`src/sv/csr_bds_pkg.sv`:
```
package csr_bds_pkg;

  // Field widths
  localparam int unsigned VAL_W    = 64;
  localparam int unsigned COL_W    = 20;
  localparam int unsigned ROW_W    = 20;
  localparam int unsigned LIM_W    = 21;
  localparam int unsigned CNT_W    = 25;
  localparam int unsigned PART_W   = 6;
  localparam int unsigned NPART_W  = 7;
  localparam int unsigned CFGIDX_W = 2;
  localparam int unsigned CFGDAT_W = 21;

  localparam int unsigned MAX_PARTS = 64;

  // Results one nonzero can cause: closing record, entry, final record
  localparam int unsigned RES_PER_ITEM = 3;
  localparam int unsigned RES_N_W      = 2;

  // Configuration register indexes
  localparam logic [CFGIDX_W-1:0] CFG_NUM_ROWS      = 2'd0;
  localparam logic [CFGIDX_W-1:0] CFG_NUM_PARTS     = 2'd1;
  localparam logic [CFGIDX_W-1:0] CFG_ROWS_PER_PART = 2'd2;
  localparam logic [CFGIDX_W-1:0] CFG_LOWER_MODE    = 2'd3;

  typedef enum logic [1:0] {
    KIND_D       = 2'd0,
    KIND_R       = 2'd1,
    KIND_ROW_END = 2'd2
  } kind_e;

  typedef struct packed {
    logic [LIM_W-1:0]   num_rows;
    logic [NPART_W-1:0] num_parts;
    logic [LIM_W-1:0]   rows_per_part;
    logic               lower_mode;
  } cfg_t;

  typedef struct packed {
    kind_e              kind;
    logic [VAL_W-1:0]   value;
    logic [COL_W-1:0]   column;
    logic [ROW_W-1:0]   row;
    logic [CNT_W-1:0]   d_total;
    logic [CNT_W-1:0]   r_total;
    logic               part_end;
    logic               last;
  } res_t;

  // Partition count clamped to 1..MAX_PARTS
  function automatic logic [NPART_W-1:0] eff_parts(input cfg_t cfg);
    logic [NPART_W-1:0] p;
    p = cfg.num_parts;
    if (p == '0) begin
      p = NPART_W'(1);
    end else if (p > NPART_W'(MAX_PARTS)) begin
      p = NPART_W'(MAX_PARTS);
    end
    return p;
  endfunction

  // End row of partition idx that starts at start
  function automatic logic [LIM_W-1:0] limit_for(input cfg_t cfg,
                                                 input logic [NPART_W-1:0] idx,
                                                 input logic [LIM_W-1:0] start);
    logic [LIM_W-1:0] rpp;
    logic [LIM_W:0]   sum;
    logic [LIM_W-1:0] lim;
    rpp = (cfg.rows_per_part == '0) ? LIM_W'(1) : cfg.rows_per_part;
    sum = {1'b0, start} + {1'b0, rpp};
    if ((idx + NPART_W'(1)) >= eff_parts(cfg)) begin
      lim = cfg.num_rows;
    end else if (sum[LIM_W]) begin
      lim = '1;
    end else begin
      lim = sum[LIM_W-1:0];
    end
    return lim;
  endfunction

endpackage

```
`src/sv/csr_bds_split.sv`:
```
module csr_bds_split (
  input  logic                                       clk_i,
  input  logic                                       rst_ni,
  input  csr_bds_pkg::cfg_t                          cfg_i,
  input  logic                                       accept_i,
  input  logic [csr_bds_pkg::VAL_W-1:0]              value_i,
  input  logic [csr_bds_pkg::COL_W-1:0]              column_i,
  input  logic                                       row_first_i,
  input  logic                                       matrix_last_i,
  output csr_bds_pkg::res_t                          res_o [csr_bds_pkg::RES_PER_ITEM],
  output logic [csr_bds_pkg::RES_N_W-1:0]            res_n_o
);
  import csr_bds_pkg::*;

  // Matrix walk state
  logic [ROW_W-1:0]  row_q, row_d;
  logic [PART_W-1:0] pidx_q, pidx_d;
  logic [LIM_W-1:0]  pstart_q, pstart_d;
  logic [LIM_W-1:0]  plim_q, plim_d;
  logic [CNT_W-1:0]  d_cnt_q, d_cnt_d;
  logic [CNT_W-1:0]  r_cnt_q, r_cnt_d;
  logic              started_q;

  res_t              pre, ent, post;
  logic              pre_v, ent_v, post_v;
  logic              pend_pre;
  logic [NPART_W-1:0] pidx_nx;
  logic [LIM_W-1:0]  col_ext;
  logic [LIM_W-1:0]  col_loc;

  // Row close, classification and row-end records for one word
  always_comb begin
    row_d    = row_q;
    pidx_d   = pidx_q;
    pstart_d = pstart_q;
    plim_d   = plim_q;
    d_cnt_d  = d_cnt_q;
    r_cnt_d  = r_cnt_q;
    pre_v    = 1'b0;
    ent_v    = 1'b0;
    post_v   = 1'b0;
    pend_pre = 1'b0;
    pidx_nx  = {1'b0, pidx_q} + NPART_W'(1);
    col_ext  = {1'b0, column_i};

    if (!started_q) begin
      // first word of a matrix opens row 0
      row_d    = '0;
      pidx_d   = '0;
      pstart_d = '0;
      plim_d   = limit_for(cfg_i, '0, '0);
      d_cnt_d  = '0;
      r_cnt_d  = '0;
    end else if (row_first_i) begin
      pend_pre = (({1'b0, row_q} + LIM_W'(1)) == plim_q);
      pre_v    = 1'b1;
      row_d    = row_q + ROW_W'(1);
      if (pend_pre && (pidx_nx < eff_parts(cfg_i))) begin
        pidx_d   = pidx_nx[PART_W-1:0];
        pstart_d = plim_q;
        plim_d   = limit_for(cfg_i, pidx_nx, plim_q);
      end
    end

    pre.kind     = KIND_ROW_END;
    pre.value    = '0;
    pre.column   = '0;
    pre.row      = row_q;
    pre.d_total  = d_cnt_q;
    pre.r_total  = r_cnt_q;
    pre.part_end = pend_pre;
    pre.last     = 1'b0;

    col_loc = col_ext - pstart_d;
    ent.kind = KIND_D;
    ent.column = col_loc[COL_W-1:0];
    if (col_ext >= pstart_d && col_ext < plim_d) begin
      ent_v   = 1'b1;
      d_cnt_d = (&d_cnt_d) ? d_cnt_d : d_cnt_d + CNT_W'(1);
    end else if ((!cfg_i.lower_mode && col_ext >= plim_d) ||
                 (cfg_i.lower_mode && col_ext < pstart_d)) begin
      ent_v      = 1'b1;
      ent.kind   = KIND_R;
      ent.column = column_i;
      r_cnt_d    = (&r_cnt_d) ? r_cnt_d : r_cnt_d + CNT_W'(1);
    end
    ent.value    = value_i;
    ent.row      = row_d;
    ent.d_total  = d_cnt_d;
    ent.r_total  = r_cnt_d;
    ent.part_end = 1'b0;
    ent.last     = 1'b0;

    post_v        = matrix_last_i;
    post.kind     = KIND_ROW_END;
    post.value    = '0;
    post.column   = '0;
    post.row      = row_d;
    post.d_total  = d_cnt_d;
    post.r_total  = r_cnt_d;
    post.part_end = (({1'b0, row_d} + LIM_W'(1)) == plim_d);
    post.last     = 1'b1;

    pre.last = !ent_v && !post_v;
    ent.last = !post_v;
  end

  // Pack valid results to the front
  always_comb begin
    res_o[0] = pre_v ? pre : (ent_v ? ent : post);
    res_o[1] = pre_v ? (ent_v ? ent : post) : post;
    res_o[2] = post;
    res_n_o  = RES_N_W'(pre_v) + RES_N_W'(ent_v) + RES_N_W'(post_v);
  end

  // State update; matrix end returns to the start state
  always_ff @(posedge clk_i or negedge rst_ni) begin
    if (!rst_ni) begin
      row_q     <= '0;
      pidx_q    <= '0;
      pstart_q  <= '0;
      plim_q    <= LIM_W'(1);
      d_cnt_q   <= '0;
      r_cnt_q   <= '0;
      started_q <= 1'b0;
    end else if (accept_i) begin
      if (matrix_last_i) begin
        row_q     <= '0;
        pidx_q    <= '0;
        pstart_q  <= '0;
        plim_q    <= limit_for(cfg_i, '0, '0);
        d_cnt_q   <= '0;
        r_cnt_q   <= '0;
        started_q <= 1'b0;
      end else begin
        row_q     <= row_d;
        pidx_q    <= pidx_d;
        pstart_q  <= pstart_d;
        plim_q    <= plim_d;
        d_cnt_q   <= d_cnt_d;
        r_cnt_q   <= r_cnt_d;
        started_q <= 1'b1;
      end
    end
  end

`ifndef ASSERT_OFF
  a_last_restarts: assert property (@(posedge clk_i) disable iff (!rst_ni)
    accept_i && matrix_last_i |=> !started_q && d_cnt_q == '0 && r_cnt_q == '0)
    else $error("matrix end did not restart state");
  a_d_monotonic: assert property (@(posedge clk_i) disable iff (!rst_ni)
    started_q && $past(started_q) |-> d_cnt_q >= $past(d_cnt_q))
    else $error("D count went backwards inside a matrix");
  a_part_ordered: assert property (@(posedge clk_i) disable iff (!rst_ni)
    started_q && $past(started_q) |-> pstart_q >= $past(pstart_q))
    else $error("partition start went backwards inside a matrix");
`endif

endmodule

```
`src/sv/csr_bds_rq.sv`:
```
module csr_bds_rq (
  input  logic                             clk_i,
  input  logic                             rst_ni,
  input  logic                             push_i,
  input  csr_bds_pkg::res_t                res_i [csr_bds_pkg::RES_PER_ITEM],
  input  logic [csr_bds_pkg::RES_N_W-1:0]  res_n_i,
  output logic                             in_ready_o,
  output logic                             out_valid_o,
  input  logic                             out_ready_i,
  output csr_bds_pkg::res_t                res_o
);
  import csr_bds_pkg::*;

  localparam int unsigned DEPTH = 4;
  localparam int unsigned PTR_W = $clog2(DEPTH);
  localparam int unsigned LVL_W = $clog2(DEPTH + 1);

  res_t             mem_q [DEPTH];
  logic [PTR_W-1:0] wr_ptr_q, rd_ptr_q;
  logic [LVL_W-1:0] cnt_q, cnt_d;
  logic [LVL_W-1:0] push_n;
  logic             pop;

  // Room for a full burst of results
  assign in_ready_o  = cnt_q <= LVL_W'(DEPTH - RES_PER_ITEM);
  assign out_valid_o = cnt_q != '0;
  assign res_o       = mem_q[rd_ptr_q];
  assign pop         = out_valid_o && out_ready_i;
  assign push_n      = push_i ? LVL_W'(res_n_i) : '0;
  assign cnt_d       = cnt_q + push_n - LVL_W'(pop);

  // Burst write of up to three results
  always_ff @(posedge clk_i) begin
    for (int i = 0; i < RES_PER_ITEM; i++) begin
      if (push_i && (RES_N_W'(i) < res_n_i)) begin
        mem_q[wr_ptr_q + PTR_W'(i)] <= res_i[i];
      end
    end
  end

  // Pointers and fill level
  always_ff @(posedge clk_i or negedge rst_ni) begin
    if (!rst_ni) begin
      wr_ptr_q <= '0;
      rd_ptr_q <= '0;
      cnt_q    <= '0;
    end else begin
      wr_ptr_q <= wr_ptr_q + PTR_W'(push_n);
      rd_ptr_q <= rd_ptr_q + PTR_W'(pop);
      cnt_q    <= cnt_d;
    end
  end

`ifndef ASSERT_OFF
  a_no_overflow: assert property (@(posedge clk_i) disable iff (!rst_ni)
    cnt_q <= LVL_W'(DEPTH))
    else $error("result queue overflow");
  a_push_room: assert property (@(posedge clk_i) disable iff (!rst_ni)
    push_i |-> cnt_q <= LVL_W'(DEPTH - RES_PER_ITEM))
    else $error("push without room for a full burst");
  a_drain_only: assert property (@(posedge clk_i) disable iff (!rst_ni)
    !push_i |=> cnt_q <= $past(cnt_q))
    else $error("fill level grew without a push");
`endif

endmodule

```
`src/sv/csr_block_diagonal_splitter.sv`:
```
// Channel  Handshake                     Payload
// in       in_valid_i / in_ready_o       value_i column_i row_first_i matrix_last_i
// out      out_valid_o / out_ready_i     kind_o entry_value_o entry_column_o row_index_o
//                                        d_total_o r_total_o part_end_o last_o
// cfg      cfg_valid_i / cfg_ready_o     cfg_index_i cfg_data_i
//
// One nonzero word is accepted per cycle while the queue has room; its results are
// written into the result queue. Each word gives zero to three result words, drained
// one per cycle while out_ready_i is high, through a four-entry result queue; the input
// stalls while the queue lacks room for three. Steady rate is one word per cycle
// when each word gives at most one result and out_ready_i stays high. Reset clears
// the walk state and loads the register defaults; the config port is always ready.
module csr_block_diagonal_splitter (
  input  logic                                 clk_i,
  input  logic                                 rst_ni,
  input  logic                                 cfg_valid_i,
  output logic                                 cfg_ready_o,
  input  logic [csr_bds_pkg::CFGIDX_W-1:0]     cfg_index_i,
  input  logic [csr_bds_pkg::CFGDAT_W-1:0]     cfg_data_i,
  input  logic                                 in_valid_i,
  output logic                                 in_ready_o,
  input  logic [csr_bds_pkg::VAL_W-1:0]        value_i,
  input  logic [csr_bds_pkg::COL_W-1:0]        column_i,
  input  logic                                 row_first_i,
  input  logic                                 matrix_last_i,
  output logic                                 out_valid_o,
  input  logic                                 out_ready_i,
  output logic [1:0]                           kind_o,
  output logic [csr_bds_pkg::VAL_W-1:0]        entry_value_o,
  output logic [csr_bds_pkg::COL_W-1:0]        entry_column_o,
  output logic [csr_bds_pkg::ROW_W-1:0]        row_index_o,
  output logic [csr_bds_pkg::CNT_W-1:0]        d_total_o,
  output logic [csr_bds_pkg::CNT_W-1:0]        r_total_o,
  output logic                                 part_end_o,
  output logic                                 last_o
);
  import csr_bds_pkg::*;

  cfg_t               cfg_q;
  res_t               res [RES_PER_ITEM];
  logic [RES_N_W-1:0] res_n;
  res_t               head;
  logic               accept;

  assign cfg_ready_o = 1'b1;
  assign accept      = in_valid_i && in_ready_o;

  // Configuration registers
  always_ff @(posedge clk_i or negedge rst_ni) begin
    if (!rst_ni) begin
      cfg_q.num_rows      <= LIM_W'(1);
      cfg_q.num_parts     <= NPART_W'(1);
      cfg_q.rows_per_part <= LIM_W'(1);
      cfg_q.lower_mode    <= 1'b0;
    end else if (cfg_valid_i) begin
      unique case (cfg_index_i)
        CFG_NUM_ROWS:      cfg_q.num_rows      <= cfg_data_i;
        CFG_NUM_PARTS:     cfg_q.num_parts     <= cfg_data_i[NPART_W-1:0];
        CFG_ROWS_PER_PART: cfg_q.rows_per_part <= cfg_data_i;
        CFG_LOWER_MODE:    cfg_q.lower_mode    <= cfg_data_i[0];
      endcase
    end
  end

  csr_bds_split u_split (
    .clk_i         (clk_i),
    .rst_ni        (rst_ni),
    .cfg_i         (cfg_q),
    .accept_i      (accept),
    .value_i       (value_i),
    .column_i      (column_i),
    .row_first_i   (row_first_i),
    .matrix_last_i (matrix_last_i),
    .res_o         (res),
    .res_n_o       (res_n)
  );

  csr_bds_rq u_rq (
    .clk_i       (clk_i),
    .rst_ni      (rst_ni),
    .push_i      (accept),
    .res_i       (res),
    .res_n_i     (res_n),
    .in_ready_o  (in_ready_o),
    .out_valid_o (out_valid_o),
    .out_ready_i (out_ready_i),
    .res_o       (head)
  );

  // Result word fields
  assign kind_o         = head.kind;
  assign entry_value_o  = head.value;
  assign entry_column_o = head.column;
  assign row_index_o    = head.row;
  assign d_total_o      = head.d_total;
  assign r_total_o      = head.r_total;
  assign part_end_o     = head.part_end;
  assign last_o         = head.last;

endmodule
```
`config.mk`:
```
export PLATFORM = sky130hd
export DESIGN_NAME = csr_block_diagonal_splitter
export DESIGN_NICKNAME = d
export VERILOG_FILES = /design/src/sv/csr_bds_pkg.sv /design/src/sv/csr_bds_split.sv /design/src/sv/csr_bds_rq.sv /design/src/sv/csr_block_diagonal_splitter.sv
export SDC_FILE = /design/constraint.sdc
export NUM_CORES = 2
export LEC_CHECK = 0
export ABC_AREA = 1
export ABC_CLOCK_PERIOD_IN_PS = 12600
export BUFFER_PORTS_ARGS = -buffer_cell sky130_fd_sc_hd__buf_4
export CAP_MARGIN = 10
export CORE_MARGIN = 4
export CORE_UTILIZATION = 62
export DETAILED_ROUTE_END_ITERATION = 10
export PLACE_DENSITY = 0.85
export SYNTH_ARGS = -nofsm -noshare
export SYNTH_HDL_FRONTEND = slang
export SYNTH_SLANG_ARGS = --single-unit
```
`constraint.sdc`:
```
create_clock -name clk_i -period 12.6 [get_ports clk_i]
set_input_delay 1.26 -clock clk_i [delete_from_list [all_inputs] [get_ports clk_i]]
set_output_delay 1.26 -clock clk_i [all_outputs]
set_load 0.05 [all_outputs]
```
==> reports/qor.yml <==
sta:
  rsz0062_at_grt: "no"
  fin_setup_tns_ns: 0
  relSlewSlack_pct: 17.98
  whs_ns: 0.4530
  worst_slack_ns: 1.901
  fmax_mhz: 93.47
  slew_violations: 0
  period_share_pct: 84.91
  hold_viol: 0
  finClkSkew_ns: 0.02652
  finalSetupViolations: 0
  final.min_clock_period_ns: 10.70
  tightest_slew_ns: 1.230
setup_path:
  crit_path_end_kind: "flip-flop"
  start_kind: "flip-flop"
  cp_max_fo: 50
  r2r-start: "u_split.row_q[0]"
  path_delay_family: "simple AND/OR/NAND/NOR gates"
  critPathCapture: "u_rq.mem_q[3][130]"
  criticalPathCategory: "flip-flop to flip-flop"
  path_buf_inv: 5
  cpMaxStageDelayCell: "fa_1"
  cpMostUsedCell: "nand2_1"
  rrSetupSlack_ns: 1.90
  reg2reg_to: "u_rq.mem_q[3][130]"
  cp_data_required_time_ns: 13.11
  startpoint: "u_split.row_q[0]"
  crit_cells: 38
  slowest_delay_ns: 0.66
  reg2reg_depth: 38
  critPathArrivalTime_ns: 11.21
clock_tree:
  cts_resized: 0
  cts_tree: "built"
  clk_latency_ns: 0.66
  htree_levels: 3
  cts_sinks: 808
  clockRootBuffer: "clkbuf_16"
  clk_pin_slew_ns: 0.06
  cts_hold_buf: 0
  clk_path_buf_depth: 3
  cts_buffers: 85
  cts_setup_buffers: 0
logic_synthesis:
  synth_flop_cell: "dfxtp_1"
  synth_nets: 6659
  synth_seq_cells: 808
  synth_edf_count: 284
  netlist_instances: 6455
  synthesis.area_um2: 45960
  post_synth.cell_area_avg_um2: 7.120
  seq_area_frac_synth_pct: 43.31
  synthDistinctLibCells: 60
  async_reset_ff_share_pct: 21.78
  ys_warn_count: 0
floorplanning:
  die_w_um: 280.3
  core.rowCount: 99
  die_h_um: 280.3
  ioPinCount: 275
  initial_core_util_pct: 62.78
  core-area_um2: 73210
  dieArea_um2: 78550
grt:
  antenna_found_initial: 3
  grt-ovfl-total: 0
  grt_max_degree: 235
  grt_use_total_pct: 36.17
  grt_pass1_vias: 42980
  grt_pass1_wl_um: 230100
placement:
  portBuffers: 273
  place_congestion: 1.008
  place_hpwl_um: 91290
  dp_slack_ns: 2.328
run_status:
  run_status: "complete, no violations"
power:
  p_comb_share_pct: 52.6
  switching_share_pct: 49.69
  p_switching_mw: 7.300
  clockPowerShare_pct: 18.3
  power.density_nw_per_um2: 287.6
  seqPwrFrac_pct: 29.1
  vdd_drop_max_uv: 294.2
  p_leak_nw: 22.73
  p_int_mw: 7.393
cells_and_area:
  area_growth_pct: 11.18
  fin_util_pct: 69.79
  ff_latch_area_um2: 19920
  nNetsFinal: 6664
  fillers: 6014
  multiInputGateArea_um2: 22500
  drive_gt1_share_pct: 8.911
detailed_routing:
  vias_per_cell: 6.133
  drt-total-wl_um: 146300
  detail_route.drc_violations: 0
  routedWlPerCell_um: 19.53
  drt_iter0_drc: 5635
  vias: 45950
  first_pass_iters: 8
  ant_nets: 0
hold_path:
  hp-class: "flip-flop to flip-flop"
run:
  drv_cap: 0
cell families after synthesis:
family | share of synthesized area, %
AO/OA/AOI/OAI | 15.71
XOR/XNOR | 1.742
adder cells (fa/ha/maj) | 2.516
buffers and inverters | 8.061
flip-flops | 43.31
other | 0.008160
AND/OR/NAND/NOR | 28.66
routing by layer:
layer	wire length, um	track usage, %	vias to the layer above
met1	56020	47.91	21080
li1	-	-	21430
met3	16130	6.499	545
met5	27	0	-
met4	8090	19.30	4
met2	66070	56.98	2891
worst register-to-register path: cells and delay by family, from the launching register on:
family | cells | cell delay, ns
buffers and inverters | 5 | 2.33
xor gates and xnor gates | 1 | 0.21
and+or+nand+nor | 21 | 4.35
adders and majority gates | 3 | 1.28
AOI/OAI and AO/OA | 8 | 1.96
DFF | 1 | 0.45
registers in the layout (all words and copies together), names as in the netlist, 2 cells and up:
| name | count |
|---|---|
| u_rq.mem_q | 632 |
| cfg_q | 50 |
| u_split.d_cnt_q | 25 |
| u_split.r_cnt_q | 25 |
| u_split.plim_q | 21 |
| u_split.pstart_q | 21 |
| u_split.row_q | 20 |
| u_split.pidx_q | 6 |
| u_rq.cnt_q | 3 |
| u_rq.rd_ptr_q | 2 |
| u_rq.wr_ptr_q | 2 |
stage by stage:
step	instance area [um^2]	total power, mW	cells
floorplan	45960	9.571	6455
CTS	51060	14.55	7489
finish	51090	14.69	7492
detailed placement	48070	11.85	7331
global placement	48070	11.68	7331
global route	51090	15.51	7491
layout make-up:
cell class	count	share of cell area [%]
clock inverters	42	1.200
diodes	2	0.009795
clock buffers	116	4.653
flip-flops and latches	808	38.98
well taps	959	2.348
repair buffers	335	4.998
inverters	509	3.779
multi-input cells	4721	44.03
Yosys cell counts (4+ instances only):
cell type | count | area share (%)
nand2_1 | 1669 | 14
inv_2 | 6 | 0.049
o211ai_1 | 20 | 0.33
nand3b_1 | 12 | 0.20
buf_6 | 23 | 0.56
buf_1 | 51 | 0.42
dfxtp_1 | 348 | 15
inv_1 | 498 | 4.1
nand4_1 | 59 | 0.80
ha_1 | 86 | 2.3
clkinv_1 | 4 | 0.033
o21ai_1 | 31 | 0.34
fa_1 | 4 | 0.17
nor2_1 | 783 | 6.4
dfstp_2 | 4 | 0.23
buf_4 | 8 | 0.13
edfxtp_1 | 284 | 19
dfrtp_1 | 172 | 9.4
o221ai_1 | 6 | 0.11
o21ai_0 | 875 | 9.5
o21bai_1 | 7 | 0.11
clkbuf_1 | 316 | 2.6
and2_1 | 4 | 0.054
o21ai_2 | 10 | 0.19
a21oi_1 | 173 | 1.9
nand3_1 | 557 | 6.1
or2_2 | 8 | 0.11
nand3_2 | 4 | 0.087
nor3_1 | 33 | 0.36
xor2_1 | 58 | 1.1
nand2_2 | 27 | 0.37
o22ai_1 | 207 | 2.8
xnor2_1 | 29 | 0.55
buf_2 | 18 | 0.20
nor2_4 | 4 | 0.098
nor2_2 | 8 | 0.11
nor4_1 | 14 | 0.19
layout by cell type (no fill, tap or decap), types with 7 or more instances in the layout:
master | synthesis | final
a21oi_1 | 173 | 173
buf_4 | 8 | 332
bufinv_16 | 0 | 11
clkbuf_1 | 316 | 21
clkbuf_16 | 0 | 88
clkbuf_8 | 0 | 8
clkinv_1 | 4 | 10
clkinv_2 | 0 | 14
dfrtp_1 | 172 | 169
dfxtp_1 | 348 | 348
edfxtp_1 | 284 | 284
ha_1 | 86 | 86
inv_1 | 498 | 489
inv_2 | 6 | 7
nand2_1 | 1669 | 1663
nand2_2 | 27 | 28
nand3_1 | 557 | 557
nand3b_1 | 12 | 12
nand4_1 | 59 | 59
nor2_1 | 783 | 769
nor2_2 | 8 | 17
nor2_4 | 4 | 9
nor3_1 | 33 | 33
nor4_1 | 14 | 14
o211ai_1 | 20 | 20
o21ai_0 | 875 | 875
o21ai_1 | 31 | 27
o21ai_2 | 10 | 10
o21bai_1 | 7 | 7
o22ai_1 | 207 | 207
or2_2 | 8 | 8
xnor2_1 | 29 | 29
xor2_1 | 58 | 58
how the worst min path moves through the flow:
stage | from | to | slack (ns) | cells past startpoint
after floorplan | u_rq.mem_q[2][157] | u_rq.mem_q[2][157] | 0.42 | 2
after global placement | u_rq.mem_q[2][157] | u_rq.mem_q[2][157] | 0.44 | 2
after detailed placement | u_rq.mem_q[2][157] | u_rq.mem_q[2][157] | 0.44 | 2
after CTS | u_rq.mem_q[0][157] | u_rq.mem_q[0][157] | 0.46 | 2
after global routing | u_rq.cnt_q[2] | u_rq.cnt_q[2] | 0.48 | 1
final | u_rq.mem_q[3][157] | u_rq.mem_q[3][157] | 0.45 | 2
power by group through the flow:
stage	Clock, mW	Combinational [mW]	Sequential (mW)
2_1_floorplan	0	5.55	4.03
3_3_place_gp	0	7.44	4.24
3_5_place_dp	0	7.58	4.27
4_1_cts	2.69	7.63	4.23
5_1_grt	2.81	8.36	4.35
6_report	2.69	7.73	4.27
(Power assumes the default switching activity.)
